==> config.mk <==
export PLATFORM = sky130hd
export DESIGN_NAME = utf8_to_font_code_mapper
export DESIGN_NICKNAME = d
export VERILOG_FILES = /design/src/design/u2f_pkg.sv /design/src/design/u2f_front.sv /design/src/design/u2f_queue.sv /design/src/design/u2f_back.sv /design/src/design/utf8_to_font_code_mapper.sv
export SDC_FILE = /design/constraint.sdc
export NUM_CORES = 1
export LEC_CHECK = 0
export ABC_AREA = 0
export BUFFER_PORTS_ARGS = -buffer_cell sky130_fd_sc_hd__buf_2
export CORE_MARGIN = 2
export CORE_UTILIZATION = 40
export CTS_BUF_LIST = sky130_fd_sc_hd__clkbuf_2 sky130_fd_sc_hd__clkbuf_4 sky130_fd_sc_hd__clkbuf_8
export CTS_CLUSTER_DIAMETER = 80
export CTS_CLUSTER_SIZE = 30
export DETAILED_ROUTE_END_ITERATION = 10
export PLACE_DENSITY_LB_ADDON = 0.1
export SLEW_MARGIN = 20
export SYNTH_ARGS = -nofsm -noshare
export SYNTH_HDL_FRONTEND = slang
export SYNTH_HIERARCHICAL = 1
export SYNTH_SLANG_ARGS = --single-unit
export TNS_END_PERCENT = 5
==> constraint.sdc <==
create_clock -name clk -period 4.05 [get_ports clk]
set_clock_uncertainty 0.1 [all_clocks]
set_input_delay 0.405 -clock clk [delete_from_list [all_inputs] [get_ports clk]]
set_output_delay 0.405 -clock clk [all_outputs]
set_load 0.02 [all_outputs]
==> src/design/u2f_pkg.sv <==
// ----------------------------------------------------------------------------
// u2f_pkg
// Types, constants and the font table lookup shared by the UTF-8 to font
// code mapper.
// ----------------------------------------------------------------------------
package u2f_pkg;

    localparam int POINT_W        = 21;
    localparam int BYTE_W         = 8;
    localparam int CODE_W         = 8;
    localparam int TABLE_LEN      = 47;
    localparam int MAP_ENTRIES_DEF = 47;

    // Fallback font code after reset is the question mark.
    localparam logic [CODE_W-1:0] FALLBACK_RESET = 8'h3F;

    // Font codes are handed out in table order starting here.
    localparam logic [CODE_W-1:0] FONT_CODE_BASE = 8'h80;

    localparam logic [POINT_W-1:0] ASCII_LIMIT = 21'd128;

    // Lead byte classes.
    localparam logic [7:0] LEAD2_MASK = 8'hE0;
    localparam logic [7:0] LEAD2_PAT  = 8'hC0;
    localparam logic [7:0] LEAD3_MASK = 8'hF0;
    localparam logic [7:0] LEAD3_PAT  = 8'hE0;
    localparam logic [7:0] LEAD4_MASK = 8'hF8;
    localparam logic [7:0] LEAD4_PAT  = 8'hF0;

    // Queue between the decoder and the lookup stage.
    localparam int Q_DEPTH = 2;
    localparam int Q_PTR_W = 1;
    localparam int Q_CNT_W = 2;

    localparam logic [15:0] FONT_POINT [TABLE_LEN] = '{
        16'h0627, 16'h0628, 16'h062A, 16'h062B, 16'h062C, 16'h062D, 16'h062E, 16'h062F,
        16'h0630, 16'h0631, 16'h0632, 16'h0633, 16'h0634, 16'h0635, 16'h0636, 16'h0637,
        16'h0638, 16'h0639, 16'h063A, 16'h0641, 16'h0642, 16'h0643, 16'h0644, 16'h0645,
        16'h0646, 16'h0647, 16'h0648, 16'h064A, 16'h0649, 16'h0621, 16'h0622, 16'h0623,
        16'h0624, 16'h0625, 16'h0626, 16'h064B, 16'h064C, 16'h064D, 16'h064E, 16'h064F,
        16'h0650, 16'h0651, 16'h0652, 16'h060C, 16'h061B, 16'h061F, 16'h0640
    };

    // One decoded character travelling from the decoder to the lookup stage.
    typedef struct packed {
        logic [POINT_W-1:0] code_point;
        logic               bad_lead;
    } u2f_event_t;

    // Queue status seen by the decoder and the lookup stage.
    typedef struct packed {
        logic full;
        logic not_empty;
    } u2f_qstat_t;

    typedef struct packed {
        logic              hit;
        logic [CODE_W-1:0] code;
    } u2f_map_t;

    // Table points are all distinct, so at most one entry matches.
    function automatic u2f_map_t u2f_lookup(input logic [POINT_W-1:0] cp,
                                            input int unsigned entries);
        u2f_map_t res;
        res.hit  = 1'b0;
        res.code = '0;
        for (int i = 0; i < TABLE_LEN; i++)
        begin
            if (i < entries && cp == {5'b0, FONT_POINT[i]})
            begin
                res.hit  = 1'b1;
                res.code = res.code | (FONT_CODE_BASE + CODE_W'(i));
            end
        end
        return res;
    endfunction

endpackage

==> src/design/u2f_front.sv <==
// ----------------------------------------------------------------------------
// u2f_front
// UTF-8 decoder: accepts one byte per cycle unless the queue is full, gathers
// multi-byte sequences, queues each completed character or invalid lead byte.
// ----------------------------------------------------------------------------
module u2f_front (
    input  logic                     clk,
    input  logic                     rst_n,
    input  logic                     in_valid,
    output logic                     in_stall,
    input  logic [u2f_pkg::BYTE_W-1:0] in_byte,
    input  u2f_pkg::u2f_qstat_t      qstat,
    output logic                     push,
    output u2f_pkg::u2f_event_t      push_data
);
    import u2f_pkg::*;

    logic [1:0]         pending_reg, pending_next;
    logic [POINT_W-1:0] partial_reg, partial_next;
    logic               accept;
    logic [POINT_W-1:0] shifted;

    assign in_stall = qstat.full;
    assign accept   = in_valid && !qstat.full;
    assign shifted  = {partial_reg[POINT_W-7:0], in_byte[5:0]};

    always_comb
    begin
        pending_next         = pending_reg;
        partial_next         = partial_reg;
        push                 = 1'b0;
        push_data.code_point = '0;
        push_data.bad_lead   = 1'b0;
        if (accept)
        begin
            if (pending_reg != 2'd0)
            begin
                // Continuation bytes are not checked; the low six bits go in.
                pending_next = pending_reg - 2'd1;
                if (pending_reg == 2'd1)
                begin
                    push                 = 1'b1;
                    push_data.code_point = shifted;
                    partial_next         = '0;
                end
                else
                begin
                    partial_next = shifted;
                end
            end
            else
            begin
                priority if (in_byte == '0)
                begin
                    // End of string: nothing to show.
                end
                else if (!in_byte[7])
                begin
                    push                 = 1'b1;
                    push_data.code_point = POINT_W'(in_byte);
                end
                else if ((in_byte & LEAD2_MASK) == LEAD2_PAT)
                begin
                    partial_next = POINT_W'(in_byte[4:0]);
                    pending_next = 2'd1;
                end
                else if ((in_byte & LEAD3_MASK) == LEAD3_PAT)
                begin
                    partial_next = POINT_W'(in_byte[3:0]);
                    pending_next = 2'd2;
                end
                else if ((in_byte & LEAD4_MASK) == LEAD4_PAT)
                begin
                    partial_next = POINT_W'(in_byte[2:0]);
                    pending_next = 2'd3;
                end
                else
                begin
                    push               = 1'b1;
                    push_data.bad_lead = 1'b1;
                end
            end
        end
    end

    always_ff @(posedge clk or negedge rst_n)
    begin
        if (!rst_n)
        begin
            pending_reg <= '0;
            partial_reg <= '0;
        end
        else
        begin
            pending_reg <= pending_next;
            partial_reg <= partial_next;
        end
    end

endmodule

==> src/design/u2f_queue.sv <==
// ----------------------------------------------------------------------------
// u2f_queue
// Two-entry queue that lets the decoder and the lookup stage stall
// independently.
// ----------------------------------------------------------------------------
module u2f_queue (
    input  logic                clk,
    input  logic                rst_n,
    input  logic                push,
    input  u2f_pkg::u2f_event_t push_data,
    input  logic                pop,
    output u2f_pkg::u2f_event_t head,
    output u2f_pkg::u2f_qstat_t qstat
);
    import u2f_pkg::*;

    u2f_event_t         mem_reg [Q_DEPTH];
    logic [Q_PTR_W-1:0] wr_ptr_reg, wr_ptr_next;
    logic [Q_PTR_W-1:0] rd_ptr_reg, rd_ptr_next;
    logic [Q_CNT_W-1:0] count_reg, count_next;

    assign head            = mem_reg[rd_ptr_reg];
    assign qstat.full      = (count_reg == Q_CNT_W'(Q_DEPTH));
    assign qstat.not_empty = (count_reg != '0);

    always_comb
    begin
        wr_ptr_next = push ? wr_ptr_reg + 1'b1 : wr_ptr_reg;
        rd_ptr_next = pop ? rd_ptr_reg + 1'b1 : rd_ptr_reg;
        count_next  = count_reg + Q_CNT_W'(push) - Q_CNT_W'(pop);
    end

    always_ff @(posedge clk or negedge rst_n)
    begin
        if (!rst_n)
        begin
            wr_ptr_reg <= '0;
            rd_ptr_reg <= '0;
            count_reg  <= '0;
        end
        else
        begin
            wr_ptr_reg <= wr_ptr_next;
            rd_ptr_reg <= rd_ptr_next;
            count_reg  <= count_next;
        end
    end

    always_ff @(posedge clk)
    begin
        if (push)
        begin
            mem_reg[wr_ptr_reg] <= push_data;
        end
    end

endmodule

==> src/design/u2f_back.sv <==
// ----------------------------------------------------------------------------
// u2f_back
// Lookup stage: maps each queued character to its font code and holds the
// result in the output register until it is transferred.
// ----------------------------------------------------------------------------
module u2f_back #(
    parameter int MAP_ENTRIES = u2f_pkg::MAP_ENTRIES_DEF
) (
    input  logic                       clk,
    input  logic                       rst_n,
    input  logic                       cfg_wr_en,
    input  logic [u2f_pkg::CODE_W-1:0] cfg_wr_data,
    input  u2f_pkg::u2f_event_t        head,
    input  u2f_pkg::u2f_qstat_t        qstat,
    output logic                       pop,
    output logic                       out_valid,
    input  logic                       out_stall,
    output logic [u2f_pkg::CODE_W-1:0] font_code,
    output logic [u2f_pkg::POINT_W-1:0] code_point,
    output logic                       unmapped,
    output logic                       bad_lead
);
    import u2f_pkg::*;

    logic [CODE_W-1:0]  fallback_reg;
    logic               out_valid_reg, out_valid_next;
    logic [CODE_W-1:0]  font_code_reg, font_code_next;
    logic [POINT_W-1:0] code_point_reg;
    logic               unmapped_reg, unmapped_next;
    logic               bad_lead_reg;
    u2f_map_t           map;

    // The output register refills whenever it is empty or being drained and the queue holds an entry.
    assign pop = qstat.not_empty && (!out_valid_reg || !out_stall);
    assign map = u2f_lookup(head.code_point, MAP_ENTRIES);

    always_comb
    begin
        out_valid_next = out_valid_reg;
        if (pop)
        begin
            out_valid_next = 1'b1;
        end
        else if (!out_stall)
        begin
            out_valid_next = 1'b0;
        end

        font_code_next = '0;
        unmapped_next  = 1'b0;
        if (!head.bad_lead)
        begin
            if (head.code_point < ASCII_LIMIT)
            begin
                font_code_next = head.code_point[CODE_W-1:0];
            end
            else if (map.hit)
            begin
                font_code_next = map.code;
            end
            else
            begin
                font_code_next = fallback_reg;
                unmapped_next  = 1'b1;
            end
        end
    end

    always_ff @(posedge clk or negedge rst_n)
    begin
        if (!rst_n)
        begin
            fallback_reg  <= FALLBACK_RESET;
            out_valid_reg <= 1'b0;
        end
        else
        begin
            if (cfg_wr_en)
            begin
                fallback_reg <= cfg_wr_data;
            end
            out_valid_reg <= out_valid_next;
        end
    end

    always_ff @(posedge clk)
    begin
        if (pop)
        begin
            font_code_reg  <= font_code_next;
            code_point_reg <= head.code_point;
            unmapped_reg   <= unmapped_next;
            bad_lead_reg   <= head.bad_lead;
        end
    end

    assign out_valid  = out_valid_reg;
    assign font_code  = font_code_reg;
    assign code_point = code_point_reg;
    assign unmapped   = unmapped_reg;
    assign bad_lead   = bad_lead_reg;

endmodule

==> src/design/utf8_to_font_code_mapper.sv <==
// ----------------------------------------------------------------------------
// utf8_to_font_code_mapper: UTF-8 byte stream to 8-bit font codes.
// A result passes through the queue entry and then the output register;
// one byte per cycle is accepted unless in_stall is raised by a full queue.
// Asynchronous active-low reset empties the queue and output, fallback = '?'.
// ----------------------------------------------------------------------------
module utf8_to_font_code_mapper #(
    parameter int MAP_ENTRIES = u2f_pkg::MAP_ENTRIES_DEF
) (
    input  logic                        clk,
    input  logic                        rst_n,
    input  logic                        cfg_wr_en,
    input  logic [u2f_pkg::CODE_W-1:0]  cfg_wr_data,
    input  logic                        in_valid,
    output logic                        in_stall,
    input  logic [u2f_pkg::BYTE_W-1:0]  in_byte,
    output logic                        out_valid,
    input  logic                        out_stall,
    output logic [u2f_pkg::CODE_W-1:0]  font_code,
    output logic [u2f_pkg::POINT_W-1:0] code_point,
    output logic                        unmapped,
    output logic                        bad_lead
);
    import u2f_pkg::*;

    logic       push;
    logic       pop;
    u2f_event_t push_data;
    u2f_event_t head;
    u2f_qstat_t qstat;

    u2f_front u_front (
        .clk       (clk),
        .rst_n     (rst_n),
        .in_valid  (in_valid),
        .in_stall  (in_stall),
        .in_byte   (in_byte),
        .qstat     (qstat),
        .push      (push),
        .push_data (push_data)
    );

    u2f_queue u_queue (
        .clk       (clk),
        .rst_n     (rst_n),
        .push      (push),
        .push_data (push_data),
        .pop       (pop),
        .head      (head),
        .qstat     (qstat)
    );

    u2f_back #(
        .MAP_ENTRIES (MAP_ENTRIES)
    ) u_back (
        .clk         (clk),
        .rst_n       (rst_n),
        .cfg_wr_en   (cfg_wr_en),
        .cfg_wr_data (cfg_wr_data),
        .head        (head),
        .qstat       (qstat),
        .pop         (pop),
        .out_valid   (out_valid),
        .out_stall   (out_stall),
        .font_code   (font_code),
        .code_point  (code_point),
        .unmapped    (unmapped),
        .bad_lead    (bad_lead)
    );

`ifndef SYNTHESIS
    // An invalid lead byte carries nothing else.
    a_bad_lead_clean: assert property (@(posedge clk) disable iff (!rst_n)
        out_valid && bad_lead |-> font_code == '0 && code_point == '0 && !unmapped)
        else $error("bad lead result carries data");

    // The fallback is only used for code points outside ASCII.
    a_unmapped_range: assert property (@(posedge clk) disable iff (!rst_n)
        out_valid && unmapped |-> code_point >= ASCII_LIMIT && !bad_lead)
        else $error("fallback used for an ASCII or bad lead result");

    // ASCII code points pass through unchanged.
    a_ascii_pass: assert property (@(posedge clk) disable iff (!rst_n)
        out_valid && !bad_lead && code_point < ASCII_LIMIT
        |-> font_code == code_point[CODE_W-1:0] && !unmapped)
        else $error("ASCII code point not passed through");

    // A new result loads only when the queue held one.
    a_pop_needs_data: assert property (@(posedge clk) disable iff (!rst_n)
        out_valid && !$past(out_valid) |-> $past(qstat.not_empty))
        else $error("output loaded from an empty queue");
`endif

endmodule
==> results_dict.tcl <==
set metrics [dict create \
    vias 3419 \
    hold_slack_ns -0.01399 \
    path_class "reg -> reg" \
    avgSynthCellArea_um2 12.50 \
    io_pins 54 \
    dr.pass1.iters 5 \
    setup_violations 0 \
    ir_drop_mv 0.3900 \
    p_leak_nw 2.126 \
    netlist.top_cell.by_area "edfxtp_1" \
    hpwl_mm 7.367 \
    end_kind "flip-flop" \
    ys.flop_type "edfxtp_1" \
    largest_reg_flops 44 \
    gp_congestion 0.9015 \
    htree_levels 3 \
    grt_pass1_vias 3313 \
    regToRegStartpoint "u_queue/rd_ptr_reg$_DFFE_PN0P_" \
    synth_nets 430 \
    synth_cell_types 74 \
    drt_iter0_drc 179 \
    cp_max_fo 16 \
    rsz0062_at_grt "no" \
    hold_class "in -> async" \
    cts_buffers 9 \
    start_util_pct 40.64 \
    cts.repair.resized 0 \
    startpoint_type "flip-flop" \
    clkSinkCount 105 \
    min_period_over_period_pct 84.54 \
    r2r_cells 7 \
    clock.fmax_mhz 292.1 \
    wirelength_mm 10.79 \
    r2r_slack_ns 0.63 \
    fin_crit_ns 3.424 \
    grt_remaining_overflow 0 \
    num_rows 41 \
    die_h_um 116.8 \
    die_area_mm2 0.01364 \
    tns_ns 0 \
    synthTopCellsByArea "edfxtp_1, dfrtp_1, mux2_2" \
    cap_viol_max_count 0 \
    fill_cells 1198 \
    final_cell_mix "edfxtp_1, buf_2, nand2_1, mux2_2, nor2_1" \
    grt_max_degree 34 \
    postRouteAntennaNets 0 \
    drive_gt1_share_pct 28.01 \
    drt-vias-per-instance 5.436 \
    root_buffer "clkbuf_8" \
    mostFrequentLayoutCell "edfxtp_1" \
    drc 0 \
    slew-limit-headroom_pct 35.01 \
    die_x_um 116.8 \
    clock_latency_ns 0.37 \
    ys_warn_count 6 \
    required_ns 4.07 \
    finalHoldViolations 22 \
    cp_data_arrival_time_ns 3.44 \
    violations "negative hold slack" \
    ys_async_sr_fraction_pct 28.57 \
    ys_ff_latch 105 \
    hold_buffers 0 \
    grt_pass1_wl_mm 17.15 \
    antenna_found_initial 0 \
    core_mm2 0.01252 \
    synthesis.area_mm2 0.005087 \
    status "finished with violations" \
    synth.yosys.seq_area_share_pct 59.17 \
    netlist.area_leader.share_pct 44.27 \
    grt_use_total_pct 16.59 \
    cts_post_setup_buffers_inserted 0 \
    cts_tree "built" \
    area_growth_pct 11.85 \
    powerDensity_mw_per_mm2 716.1 \
    nets 475 \
    diodes 0 \
    r2r-end "u_back/font_code[3]$_SDFFCE_PP0P_" \
    clk_pin_slew_ns 0.09 \
    synth_edf_count 75 \
    port-buffer-count 53 \
    clockBufferDepth 2 \
    tightest_slew_ns 0.9749 \
    routedWlPerCell_um 17.15 \
    maxSlewViolCount 0 \
    synthCells 407 \
]
[area by class of cell]
| type | instances | area, um^2 | area share, % |
|---|---|---|---|
| flip-flops and latches | 105 | 3010 | 52.90 |
| multi-input cells | 257 | 1882 | 33.07 |
| repair buffers | 58 | 302.8 | 5.321 |
| well taps | 172 | 215.2 | 3.782 |
| clock buffers | 12 | 146.4 | 2.573 |
| inverters | 21 | 78.83 | 1.385 |
| clock inverters | 4 | 55.05 | 0.9675 |
[report_power, final]
group          internal (W)  switching, W  leakage, nW
sequential          0.00159      0.000175         1.08
clock              0.000313      0.000352        0.107
combinational      0.000597       0.00105        0.940
total               0.00250       0.00158         2.13
[stage by stage]
stage	power [W]	setup WS, ns	utilization, %	instances	cell area (um^2)
6_report	0.004075	0.6260	45.46	629	5690
5_1_grt	0.004358	0.3992	45.46	629	5690
4_1_cts	0.004125	0.6173	45.46	629	5690
3_5_place_dp	0.003449	0.6264	43.85	613	5489
3_3_place_gp	0.003423	0.7162	43.85	613	5489
2_1_floorplan	0.003019	0.8634	-	407	5087
[worst max-delay path by stage]
stage	startpoint	to	cells past startpoint
after detailed placement	u_queue/rd_ptr_reg$_DFFE_PN0P_	u_back/font_code[3]$_SDFFCE_PP0P_	7
after global placement	u_queue/rd_ptr_reg$_DFFE_PN0P_	u_back/font_code[6]$_SDFFCE_PP0P_	7
final	u_queue/rd_ptr_reg$_DFFE_PN0P_	u_back/font_code[3]$_SDFFCE_PP0P_	7
after global routing	u_queue/rd_ptr_reg$_DFFE_PN0P_	u_back/font_code[2]$_SDFFCE_PP0P_	7
after CTS	u_queue/rd_ptr_reg$_DFFE_PN0P_	u_back/font_code[3]$_SDFFCE_PP0P_	7
after floorplan	u_queue/count_reg[1]$_DFF_PN0_	u_queue/count_reg[1]$_DFF_PN0_	6
[logic make-up after synthesis]
logic type,count (synthesis),share of synthesized area [%]
and+or+nand+nor,127,13.77
DFF,105,59.17
xor gates and xnor gates,5,1.156
buffers and inverters,45,4.107
adders and majority gates,2,0.4918
AOI/OAI and AO/OA,79,11.93
muxes,44,9.370
[layer usage]
layer,vias up,global-route usage [%],routed length [um]
li1,1612,-,-
met1,1669,23.17,5010
met4,0,7.922,280
met5,-,0,0
met2,118,25.24,4886
met3,20,2.935,610
[worst max-delay path: stages (launching register included)]
cell	delay, ns
dfrtp_1	0.78
buf_4	0.29
mux2_2	0.36
nor4_1	0.43
nand4_1	0.53
and3_1	0.40
a32oi_1	0.21
nand2_1	0.08
[cells in the mapped netlist, drive strengths merged (6+ instances only)]
master / instances
nand2: 34
nand2b: 8
nor2: 27
edfxtp: 75
mux2: 29
nor2b: 7
nor3: 8
dfrtp: 24
mux2i: 15
dfstp: 6
inv: 21
a21oi: 17
buf: 13
clkbuf: 11
o21ai: 16
(Power assumes the default switching activity.)
